[src/hw/rtl/pi_controller_clamped_unit_defines.svh]
// Assertion macros shared by the PI controller RTL.
// Depends on clk_i and rst_ni being visible in the module that uses them.
`ifndef PI_CONTROLLER_CLAMPED_UNIT_DEFINES_SVH
`define PI_CONTROLLER_CLAMPED_UNIT_DEFINES_SVH

// Property checked on every rising clock edge outside of reset.
`define PICTL_ASSERT(lbl, prop, msg) \
  lbl: assert property (@(posedge clk_i) disable iff (!rst_ni) (prop)) \
    else $error(msg);

// Implication whose consequent is checked in the cycle after the antecedent, outside of reset.
`define PICTL_ASSERT_NEXT(lbl, ante, cons, msg) \
  lbl: assert property (@(posedge clk_i) disable iff (!rst_ni) (ante) |=> (cons)) \
    else $error(msg);

`endif

[src/hw/rtl/pictl_pkg.sv]
// Types, constants and the microcode table of the PI controller.
// Used by the sequencer, the datapath and the top level.
package pictl_pkg;

  localparam int unsigned SIG_W    = 16;
  localparam int unsigned GAIN_W   = 24;
  localparam int unsigned LIM_W    = 15;
  localparam int unsigned ERR_W    = 17;
  localparam int unsigned PROD_W   = 41;
  localparam int unsigned ACC_W    = 42;
  localparam int unsigned INT_W    = 32;
  localparam int unsigned FRAC_SH  = 16;
  localparam int unsigned CFG_IDX_W = 3;
  localparam int unsigned CFG_DAT_W = 24;
  localparam int unsigned STEP_W   = 3;

  localparam logic [CFG_IDX_W-1:0] REG_SETPOINT   = 3'd0;
  localparam logic [CFG_IDX_W-1:0] REG_PROP_GAIN  = 3'd1;
  localparam logic [CFG_IDX_W-1:0] REG_INT_GAIN   = 3'd2;
  localparam logic [CFG_IDX_W-1:0] REG_INT_LIMIT  = 3'd3;
  localparam logic [CFG_IDX_W-1:0] REG_DRIVE_MIN  = 3'd4;
  localparam logic [CFG_IDX_W-1:0] REG_DRIVE_MAX  = 3'd5;

  localparam logic [STEP_W-1:0] STEP_ERR       = 3'd0;
  localparam logic [STEP_W-1:0] STEP_MUL_KI    = 3'd1;
  localparam logic [STEP_W-1:0] STEP_INT_ADD   = 3'd2;
  localparam logic [STEP_W-1:0] STEP_INT_CLAMP = 3'd3;
  localparam logic [STEP_W-1:0] STEP_SUM       = 3'd4;
  localparam logic [STEP_W-1:0] STEP_OUT       = 3'd5;
  localparam logic [STEP_W-1:0] STEP_CLEAR     = 3'd6;

  typedef enum logic [2:0] {
    ACC_HOLD,
    ACC_INT_ADD,
    ACC_PROD_ADD,
    ACC_CLAMP_INT,
    ACC_CLAMP_OUT
  } acc_op_e;

  typedef struct packed {
    logic    ld_err;
    logic    mul_kp;
    logic    ld_prod;
    acc_op_e acc_op;
    logic    wr_int;
    logic    clr_int;
    logic    emit;
    logic    jmp_clr;
    logic    last;
  } ctrl_t;

  function automatic ctrl_t ucode(input logic [STEP_W-1:0] step);
    ctrl_t c;
    c = '0;
    c.acc_op = ACC_HOLD;
    unique case (step)
      STEP_ERR: begin
        c.ld_err  = 1'b1;
        c.jmp_clr = 1'b1;
      end
      STEP_MUL_KI: begin
        c.ld_prod = 1'b1;
      end
      STEP_INT_ADD: begin
        c.acc_op  = ACC_INT_ADD;
        c.mul_kp  = 1'b1;
        c.ld_prod = 1'b1;
      end
      STEP_INT_CLAMP: begin
        c.acc_op = ACC_CLAMP_INT;
        c.wr_int = 1'b1;
      end
      STEP_SUM: begin
        c.acc_op = ACC_PROD_ADD;
      end
      STEP_OUT: begin
        c.acc_op = ACC_CLAMP_OUT;
        c.emit   = 1'b1;
        c.last   = 1'b1;
      end
      STEP_CLEAR: begin
        c.clr_int = 1'b1;
        c.emit    = 1'b1;
        c.last    = 1'b1;
      end
      default: begin
        c.last = 1'b1;
      end
    endcase
    return c;
  endfunction

endpackage

[src/hw/rtl/pictl_seq.sv]
// Microcode sequencer: step counter, table lookup and the jump on a clear item.
// Depends on pictl_pkg.
module pictl_seq import pictl_pkg::*; (
  input  logic  clk_i,
  input  logic  rst_ni,
  input  logic  start_i,
  input  logic  step_en_i,
  input  logic  is_clear_i,
  output ctrl_t ctrl_o,
  output logic  busy_o
);

  logic [STEP_W-1:0] step_q, step_d;
  logic              busy_q, busy_d;

  assign ctrl_o = ucode(step_q);
  assign busy_o = busy_q;

  always_comb begin
    step_d = step_q;
    busy_d = busy_q;
    priority if (start_i) begin
      busy_d = 1'b1;
      step_d = STEP_ERR;
    end else if (busy_q && step_en_i) begin
      priority if (ctrl_o.jmp_clr && is_clear_i) begin
        step_d = STEP_CLEAR;
      end else if (ctrl_o.last) begin
        busy_d = 1'b0;
        step_d = STEP_ERR;
      end else begin
        step_d = step_q + 1'b1;
      end
    end else begin
    end
  end

  always_ff @(posedge clk_i or negedge rst_ni) begin
    if (!rst_ni) begin
      step_q <= STEP_ERR;
      busy_q <= 1'b0;
    end else begin
      step_q <= step_d;
      busy_q <= busy_d;
    end
  end

endmodule

[src/hw/rtl/pictl_dp.sv]
// Datapath: error register, shared multiplier, accumulator, clamps, integrator.
// Depends on pictl_pkg; driven by the control word of pictl_seq.
module pictl_dp import pictl_pkg::*; (
  input  logic                     clk_i,
  input  logic                     rst_ni,
  input  logic                     en_i,
  input  ctrl_t                    ctrl_i,
  input  logic signed [SIG_W-1:0]  setpoint_i,
  input  logic        [GAIN_W-1:0] prop_gain_i,
  input  logic        [GAIN_W-1:0] int_gain_i,
  input  logic        [LIM_W-1:0]  int_limit_i,
  input  logic signed [SIG_W-1:0]  drive_min_i,
  input  logic signed [SIG_W-1:0]  drive_max_i,
  input  logic signed [SIG_W-1:0]  measured_i,
  output logic signed [SIG_W-1:0]  drive_o
);

  logic signed [ERR_W-1:0]  err_q, err_d;
  logic signed [PROD_W-1:0] prod_q;
  logic signed [ACC_W-1:0]  acc_q, acc_d;
  logic signed [INT_W-1:0]  integ_q, integ_d;

  logic        [GAIN_W-1:0] gain_sel;
  logic signed [GAIN_W:0]   mul_b;
  logic signed [ACC_W-1:0]  prod_full;
  logic signed [ACC_W-1:0]  lim_pos, lim_neg, hi, lo;
  logic signed [ACC_W-1:0]  clamp_int, clamp_hi, clamp_out;

  assign err_d = $signed({setpoint_i[SIG_W-1], setpoint_i})
               - $signed({measured_i[SIG_W-1], measured_i});

  assign gain_sel  = ctrl_i.mul_kp ? prop_gain_i : int_gain_i;
  assign mul_b     = $signed({1'b0, gain_sel});
  assign prod_full = err_q * mul_b;

  assign lim_pos = $signed({{(ACC_W-LIM_W-FRAC_SH){1'b0}}, int_limit_i, {FRAC_SH{1'b0}}});
  assign lim_neg = -lim_pos;
  assign hi = $signed({{(ACC_W-SIG_W-FRAC_SH){drive_max_i[SIG_W-1]}}, drive_max_i,
                       {FRAC_SH{1'b0}}});
  assign lo = $signed({{(ACC_W-SIG_W-FRAC_SH){drive_min_i[SIG_W-1]}}, drive_min_i,
                       {FRAC_SH{1'b0}}});

  assign clamp_int = (acc_q > lim_pos) ? lim_pos : ((acc_q < lim_neg) ? lim_neg : acc_q);
  assign clamp_hi  = (acc_q > hi) ? hi : acc_q;
  assign clamp_out = (clamp_hi < lo) ? lo : clamp_hi;

  // The clamped sum lies within 32 signed bits, so this select is the floor.
  assign drive_o = ctrl_i.clr_int ? '0 : clamp_out[FRAC_SH+SIG_W-1:FRAC_SH];

  always_comb begin
    unique case (ctrl_i.acc_op)
      ACC_INT_ADD:   acc_d = ACC_W'(integ_q) + ACC_W'(prod_q);
      ACC_PROD_ADD:  acc_d = acc_q + ACC_W'(prod_q);
      ACC_CLAMP_INT: acc_d = clamp_int;
      ACC_CLAMP_OUT: acc_d = clamp_out;
      default:       acc_d = acc_q;
    endcase
  end

  always_comb begin
    integ_d = integ_q;
    priority if (ctrl_i.clr_int) begin
      integ_d = '0;
    end else if (ctrl_i.wr_int) begin
      integ_d = clamp_int[INT_W-1:0];
    end else begin
    end
  end

  always_ff @(posedge clk_i) begin
    if (en_i) begin
      if (ctrl_i.ld_err) begin
        err_q <= err_d;
      end
      if (ctrl_i.ld_prod) begin
        prod_q <= prod_full[PROD_W-1:0];
      end
      acc_q <= acc_d;
    end
  end

  always_ff @(posedge clk_i or negedge rst_ni) begin
    if (!rst_ni) begin
      integ_q <= '0;
    end else if (en_i) begin
      integ_q <= integ_d;
    end
  end

endmodule

[src/hw/rtl/pi_controller_clamped_unit.sv]
// Top level of the clamped PI controller: configuration registers, handshakes,
// output register. Depends on pictl_pkg, pictl_seq, pictl_dp and the defines header.
//
//  Channel  Direction  Handshake               Payload
//  in       sink       in_valid_i / in_stall_o  kind_i, measured_i
//  out      source     out_valid_o / out_stall_i drive_o
//  cfg      sink       cfg_valid_i / cfg_ready_o cfg_index_i, cfg_data_i
//
// A sample item runs six microcode steps through one shared multiplier and a clear
// item takes two steps; a new item is accepted only once the sequencer is idle again.
// The result is registered and the next item is accepted while it waits.
// A stalled result holds the sequencer on its final step only.
// Reset is asynchronous and loads the register defaults and a zero integrator.
`include "pi_controller_clamped_unit_defines.svh"

module pi_controller_clamped_unit import pictl_pkg::*; (
  input  logic                    clk_i,
  input  logic                    rst_ni,
  input  logic                    in_valid_i,
  output logic                    in_stall_o,
  input  logic                    kind_i,
  input  logic signed [SIG_W-1:0] measured_i,
  output logic                    out_valid_o,
  input  logic                    out_stall_i,
  output logic signed [SIG_W-1:0] drive_o,
  input  logic                    cfg_valid_i,
  output logic                    cfg_ready_o,
  input  logic [CFG_IDX_W-1:0]    cfg_index_i,
  input  logic [CFG_DAT_W-1:0]    cfg_data_i
);

  logic signed [SIG_W-1:0]  setpoint_q, drive_min_q, drive_max_q;
  logic        [GAIN_W-1:0] prop_gain_q, int_gain_q;
  logic        [LIM_W-1:0]  int_limit_q;

  logic                    kind_q;
  logic signed [SIG_W-1:0] meas_q;
  logic                    out_valid_q, out_valid_d;
  logic signed [SIG_W-1:0] drive_q;
  logic signed [SIG_W-1:0] dp_drive;

  ctrl_t ctrl;
  logic  busy, accept, hold, step_en, emit_fire;

  assign cfg_ready_o = 1'b1;
  assign in_stall_o  = busy;
  assign accept      = in_valid_i && !busy;
  assign hold        = ctrl.emit && out_valid_q && out_stall_i;
  assign step_en     = busy && !hold;
  assign emit_fire   = step_en && ctrl.emit;
  assign out_valid_o = out_valid_q;
  assign drive_o     = drive_q;

  pictl_seq u_seq (
    .clk_i      (clk_i),
    .rst_ni     (rst_ni),
    .start_i    (accept),
    .step_en_i  (step_en),
    .is_clear_i (kind_q),
    .ctrl_o     (ctrl),
    .busy_o     (busy)
  );

  pictl_dp u_dp (
    .clk_i       (clk_i),
    .rst_ni      (rst_ni),
    .en_i        (step_en),
    .ctrl_i      (ctrl),
    .setpoint_i  (setpoint_q),
    .prop_gain_i (prop_gain_q),
    .int_gain_i  (int_gain_q),
    .int_limit_i (int_limit_q),
    .drive_min_i (drive_min_q),
    .drive_max_i (drive_max_q),
    .measured_i  (meas_q),
    .drive_o     (dp_drive)
  );

  always_ff @(posedge clk_i or negedge rst_ni) begin
    if (!rst_ni) begin
      setpoint_q  <= '0;
      prop_gain_q <= '0;
      int_gain_q  <= '0;
      int_limit_q <= '1;
      drive_min_q <= '0;
      drive_max_q <= SIG_W'(4096);
    end else if (cfg_valid_i && cfg_ready_o) begin
      unique case (cfg_index_i)
        REG_SETPOINT:  setpoint_q  <= cfg_data_i[SIG_W-1:0];
        REG_PROP_GAIN: prop_gain_q <= cfg_data_i[GAIN_W-1:0];
        REG_INT_GAIN:  int_gain_q  <= cfg_data_i[GAIN_W-1:0];
        REG_INT_LIMIT: int_limit_q <= cfg_data_i[LIM_W-1:0];
        REG_DRIVE_MIN: drive_min_q <= cfg_data_i[SIG_W-1:0];
        REG_DRIVE_MAX: drive_max_q <= cfg_data_i[SIG_W-1:0];
        default: begin
        end
      endcase
    end
  end

  always_ff @(posedge clk_i) begin
    if (accept) begin
      kind_q <= kind_i;
      meas_q <= measured_i;
    end
    if (emit_fire) begin
      drive_q <= dp_drive;
    end
  end

  always_comb begin
    out_valid_d = out_valid_q;
    priority if (emit_fire) begin
      out_valid_d = 1'b1;
    end else if (out_valid_q && !out_stall_i) begin
      out_valid_d = 1'b0;
    end else begin
    end
  end

  always_ff @(posedge clk_i or negedge rst_ni) begin
    if (!rst_ni) begin
      out_valid_q <= 1'b0;
    end else begin
      out_valid_q <= out_valid_d;
    end
  end

  `PICTL_ASSERT_NEXT(a_accept_starts, accept, busy, "Accepted item did not start the sequencer.")
  `PICTL_ASSERT(a_result_from_emit, $rose(out_valid_o) |-> $past(busy && ctrl.emit),
                "Result appeared without an emit step.")
  `PICTL_ASSERT(a_clear_gives_zero,
                ($rose(out_valid_o) && $past(ctrl.clr_int)) |-> (drive_o == '0),
                "Clear item produced a nonzero drive.")

endmodule
[config.mk]
export PLATFORM = sky130hd
export DESIGN_NAME = pi_controller_clamped_unit
export DESIGN_NICKNAME = d
export VERILOG_FILES = /design/src/hw/rtl/pictl_pkg.sv /design/src/hw/rtl/pictl_seq.sv /design/src/hw/rtl/pictl_dp.sv /design/src/hw/rtl/pi_controller_clamped_unit.sv
export VERILOG_INCLUDE_DIRS = /design/src /design/src/hw/rtl
export SDC_FILE = /design/constraint.sdc
export NUM_CORES = 2
export LEC_CHECK = 0
export BUFFER_PORTS_ARGS = -buffer_cell sky130_fd_sc_hd__buf_2
export CAP_MARGIN = 20
export CORE_UTILIZATION = 63
export DETAILED_ROUTE_END_ITERATION = 16
export GPL_TIMING_DRIVEN = 0
export PLACE_DENSITY = 0.79
export SLEW_MARGIN = 20
export SYNTH_ARGS = -nofsm -noshare
export SYNTH_HDL_FRONTEND = slang
export SYNTH_SLANG_ARGS = --single-unit
[constraint.sdc]
create_clock -name clk_i -period 9.8 [get_ports clk_i]
set_input_delay 1.96 -clock clk_i [delete_from_list [all_inputs] [get_ports clk_i]]
set_output_delay 1.96 -clock clk_i [all_outputs]
set_load 0.02 [all_outputs]
Word-level counts from Yosys, hierarchy flattened
Cells that the tools add are included.
W data, S select, Z words.
{"block": "word_totals", "reg_bits": 281, "in_bits": 49}
{"block": "op_classes", "add_sub_neg": 5, "multipliers": 1, "magnitude_cmp": 4, "eq_ne": 18, "muxes": 25, "n_reduce_logical": 32}
{"op": "$mux W42", "count": 4}
{"op": "$pmux W42 S4", "count": 1}
{"op": "$gt A42 B32 Y1", "count": 2}
{"op": "$mux W32", "count": 2}
{"op": "$add A32 B41 Y42", "count": 1}
{"op": "$add A42 B41 Y42", "count": 1}
{"op": "$lt A42 B32 Y1", "count": 1}
{"op": "$lt A42 B42 Y1", "count": 1}
{"op": "$neg A31 Y42", "count": 1}
{"op": "$mul A17 B25 Y41", "count": 1}
{"op": "$mux W24", "count": 1}
{"op": "$reduce_and A2 Y1", "count": 10}
{"op": "$eq A3 B2 Y1 const B", "count": 6}
{"op": "$eq A3 B3 Y1 const B", "count": 6}
{"op": "$sub A16 B16 Y17", "count": 1}
{"op": "$mux W1", "count": 12}
{"op": "$mux W3", "count": 4}
{"op": "$pmux W3 S4", "count": 1}
{"op": "$eq A3 B1 Y1 const B", "count": 3}
{"op": "$logic_and A1 B1 Y1", "count": 8}
{"op": "$logic_not A3 Y1", "count": 2}
{"op": "$reduce_and A3 Y1", "count": 2}
{"op": "$reduce_bool A2 Y1", "count": 3}
{"op": "$reduce_or A5 Y1", "count": 1}
{"op": "other kinds (7)", "count": 10}

Logic depth before layout (Yosys ltp)
{"block": "logic_depth", "depth_word": 10, "depth_mapped": 29, "ltp_nobuf": 28}

Hierarchy
From an unflattened synthesis, not the netlist that was laid out.
{"block": "unflattened", "hier_cells": 3143, "area_unflattened_um2": 31183.7}
{"module": "pictl_dp", "instances": 1, "cells_per_inst": 2824, "area_per_inst_um2": 25466.9, "seq_area_each_um2": 3803.6}
{"module": "pi_controller_clamped_unit", "instances": 1, "cells_per_inst": 283, "area_per_inst_um2": 5377.7, "seq_area_each_um2": 3813.7}
{"module": "pictl_seq", "instances": 1, "cells_per_inst": 36, "area_per_inst_um2": 339.1, "seq_area_each_um2": 100.1}

Least setup slack after synthesis
Ideal clock, no wire load.
{"block": "synth_path", "path_kind": "register to register", "from": "reg u_seq.step_q[0]", "to": "reg u_dp.prod_q[40] (data pin)", "arrival_time_ns": 7.306, "t_required_ns": 9.537, "slack_ns": 2.230, "path_stages_with_launch": 28, "path_cell_list": "dfrtp_1 > inv_1 > ha_1 > nand2_1 > clkbuf_1 > mux2_2 > clkbuf_1 > and2_1 > fa_1 > fa_1 > inv_1 > fa_1 > inv_1 > fa_1 > fa_1 > inv_1 > fa_1 > inv_1 > ha_1 > a21o_1 > a22o_1 > a221oi_1 > a21oi_1 > a41oi_1 > o21a_1 > o21ai_0 > a211oi_1 > nor4_1"}
{"block": "synth_via", "elab_chain_len": 4}
{"item": "start: declaration", "line": "pictl_seq.sv:13", "rtl": "logic [STEP_W-1:0] step_q, step_d;"}
{"item": "start signal: assignment", "line": "pictl_seq.sv:43", "rtl": "step_q <= step_d;"}
{"item": "$eq A3 B2 Y1", "line": "pictl_pkg.sv:56", "rtl": "unique case (step)"}
{"item": "$mux W1", "line": "pictl_pkg.sv:56"}
{"item": "$mux W24", "line": "pictl_dp.sv:32", "rtl": "assign gain_sel = ctrl_i.mul_kp ? prop_gain_i : int_gain_i;"}
{"item": "$mul A17 B25 Y41", "line": "pictl_dp.sv:34", "rtl": "assign prod_full = err_q * mul_b;"}
{"item": "named net u_dp.prod_full[40]", "line": "pictl_dp.sv:25", "rtl": "logic signed [ACC_W-1:0] prod_full;"}
{"item": "end signal: assignment", "line": "pictl_dp.sv:76", "rtl": "prod_q <= prod_full[PROD_W-1:0];"}
{"item": "end: declaration", "line": "pictl_dp.sv:19", "rtl": "logic signed [PROD_W-1:0] prod_q;"}
The timed path passes the listed nets, and every way through them passes these cells.
A chain may end at the register's enable or synchronous reset.

Worst setup path after layout
Same ends and word-level chain as after synthesis.

==> reports/results.ini <==
[outcome]
status = finished clean

[finish]
fin_nets = 3867
diodes = 0
instances_no_fill = 3834
drive_above_1_share_pct = 10.34
multi_input_area_um2 = 20310
seqCellArea_um2 = 7717
num-fill-cells = 3671
area_growth_pct = 7.532

[worst_setup_path]
worstSetupStartpointType = flip-flop
path_class = flip-flop to flip-flop
worst_path_largest_cell_delay_ns = 0.61
crit_slowest_cell = clkbuf_1
cp.arrival_ns = 9.83
worstPathMaxFanout = 10
worstSetupEndpointType = flip-flop
required_ns = 10.17

[timing]
rsz0062_at_grt = no
final.setup.tns_ns = 0
maxSlewHeadroom_pct = 21.80
fmax_mhz = 105.7
worst_slew_pin_slew_ns = 1.140
fin_crit_ns = 9.462
hold-worst-slack_ns = 0.5012
finalHoldViolCount = 0
finalSetupViolCount = 0
finalCritPeriodShare_pct = 96.55
drv_slew = 0
skew_ns = 0.03230
fin_ws_ns = 0.3381

[place]
pre_cts_ws_ns = 0.5466
dp_cells = 3777
place_congestion = 0.9664
numPortBuffers = 65
hpwlAfterDp_mm = 68.41

[die]
row_count = 80
dieArea_um2 = 49000
start_util_pct = 63.63
dieWidth_um = 221.4
ios = 68
die_height_um = 221.4
core_area_um2 = 47650

[routing]
route.antenna.remaining_nets = 0
drt-wirelength-per-cell_um = 21.98
vias_per_cell = 6.017
wl_mm = 84.26
firstDrtPassIters = 7
drc = 0
vias = 23070
drt_iter0_markers = 1938

[clocking]
cts_setup_buffers = 0
root_buffer = clkbuf_16
clk_latency_ns = 0.59
cts.sinks = 281
cts_max_level = 1
cts_resized = 0
clkTransAtPathRegs_ns = 0.06
cts_hold_buffers = 0
cts_buffer_depth = 3
cts_tree = done
cts_made_buffers = 31

[logic_synthesis]
synth_flop_cell = edfxtp_1
synthArstFlopShare_pct = 52.67
syn-instance-count = 3090
synth_edf_count = 133
synth-seq-area-share_pct = 25.46
ys_warn_count = 0
syn_nets = 3762
yosysUniqueCellTypes = 76
synth_area_um2 = 30320
ys_ff_latch = 281
syn_area_per_cell_um2 = 9.811

[global_route]
grt_pass1_vias = 24380
grt_start_max_net_pins = 100
grt.total_usage_pct = 35.35
grt_pass1_wl_mm = 133.7
overflow = 0
antenna_found_initial = 2

[job]
max_cap_violations = 0

[hold_path]
hp-class = flip-flop to flip-flop

==> cell type report <==
cell class | instances | area share, %
Sequential cell | 281 | 23.67
Timing Repair Buffer | 72 | 1.286
Inverter | 489 | 5.631
Tap cell | 615 | 2.360
Multi-Input combinational cell | 2202 | 62.31
Buffer | 118 | 1.451
Clock inverter | 13 | 0.3147
Clock buffer | 44 | 2.975
==> logic make-up (layout without fill, tap and decap cells) <==
logic type	Yosys count	after routing	share of synthesized area, %
simple gates	823	823	13.29
fa+ha+maj	623	623	33.91
buf+inv	607	736	7.615
compound gates	484	484	10.52
flops	281	281	25.46
mux	179	179	6.538
xor+xnor	92	92	2.658
other cells	1	1	0.01237
==> Yosys cell counts, types with 6 or more instances <==
cell type | number | area [µm²]
clkbuf_1 | 109 | 409.1
o31ai_1 | 10 | 75.07
ha_1 | 292 | 3654
dfrtp_1 | 132 | 3303
o21bai_1 | 13 | 97.59
xnor2_1 | 63 | 551.8
nand4_1 | 23 | 143.9
o21ai_0 | 120 | 600.6
edfxtp_1 | 133 | 3994
nand2_1 | 343 | 1287
a211oi_1 | 20 | 150.1
nor2b_1 | 30 | 187.7
o211ai_1 | 9 | 67.56
o221ai_1 | 8 | 70.07
a21oi_1 | 104 | 520.5
nor4_1 | 10 | 62.56
nor2_1 | 115 | 431.7
nand3_1 | 20 | 100.1
dfstp_2 | 16 | 420.4
or3_1 | 7 | 43.79
a21boi_0 | 6 | 45.04
a21o_1 | 65 | 488.0
a22oi_1 | 19 | 142.6
and3_1 | 13 | 81.33
and2_1 | 173 | 1082
nand2b_1 | 19 | 118.9
xor2_1 | 29 | 254.0
inv_1 | 489 | 1836
nor3_1 | 26 | 130.1
o21a_1 | 18 | 135.1
mux2i_1 | 27 | 270.3
fa_1 | 331 | 6626
mux2_2 | 152 | 1712
or2_2 | 13 | 81.33
a22o_1 | 37 | 324.1
a31oi_1 | 13 | 81.33
==> worst paths after layout <==
kind,from,depth (start not counted),to,slack [ns]
setup / recovery,u_seq.step_q[0],28,u_dp.prod_q[40],0.34
hold / removal,u_dp.integ_q[30],1,u_dp.integ_q[30],0.50
setup reg to reg,u_seq.step_q[0],28,u_dp.prod_q[40],0.34
hold reg to reg,u_dp.integ_q[30],1,u_dp.integ_q[30],0.50
max in group asynchronous,rst_ni,2,int_limit_q[8],7.63
min in group asynchronous,rst_ni,1,int_gain_q[16],1.30
==> registers in the layout, summed over array words and instances, names as in the netlist <==
| signal | flops |
|---|---|
| u_dp.prod_q | 41 |
| prop_gain_q | 24 |
| drive_o | 16 |
| int_limit_q | 15 |
| u_dp.err_q | 17 |
| meas_q | 16 |
| u_seq.busy_o | 1 |
| out_valid_o | 1 |
| u_seq.step_q | 3 |
| u_dp.acc_q | 42 |
| int_gain_q | 24 |
| u_dp.integ_q | 32 |
| drive_max_q | 16 |
| kind_q | 1 |
| drive_min_q | 16 |
| setpoint_q | 16 |
==> worst max-delay path: cells and delay by family, from the launching register on <==
family	cells	cell delay (ns)
AO/OA/AOI/OAI	7	2.07
multiplexers	1	0.48
adder cells (fa/ha/maj)	8	3.74
buffers and inverters	8	1.56
flip-flops	1	0.40
AND/OR/NAND/NOR	4	1.00
==> metrics by stage <==
| stage | instance area, µm² | util, % |
|---|---|---|
| 3_5_place_dp | 31530 | 66.17 |
| 5_1_grt | 32600 | 68.42 |
| 4_1_cts | 32600 | 68.42 |
| 2_1_floorplan | 30320 | - |
| 6_report | 32600 | 68.42 |
| 3_3_place_gp | 31410 | 65.92 |
==> layer usage <==
metal / track usage, % / wire [µm] / vias to the layer above
met1: 43.74 / 32990 / 11410
li1: - / - / 10430
met4: 20.62 / 5655 / 2
met2: 58.57 / 39450 / 942
met3: 6.148 / 6154 / 289
met5: 0 / 13 / -
==> cell usage in the layout (no fill, tap or decap), types with 19 or more instances in the layout <==
| master | count |
|---|---|
| and2_1 | 173 |
| mux2i_1 | 27 |
| nand2b_1 | 19 |
| a21oi_1 | 103 |
| nand4_1 | 23 |
| xnor2_1 | 63 |
| dfrtp_1 | 132 |
| mux2_2 | 152 |
| xor2_1 | 29 |
| inv_1 | 489 |
| nand2_1 | 343 |
| fa_1 | 331 |
| a22oi_1 | 19 |
| a22o_1 | 37 |
| clkbuf_16 | 35 |
| a21o_1 | 65 |
| nor2_1 | 114 |
| edfxtp_1 | 133 |
| nor3_1 | 26 |
| o21ai_0 | 120 |
| a211oi_1 | 20 |
| ha_1 | 292 |
| buf_2 | 64 |
| nand3_1 | 20 |
| clkbuf_1 | 112 |
| nor2b_1 | 29 |
Power is not shown: default switching activity piles up to over one toggle a cycle in this logic, so the estimate is an artifact.
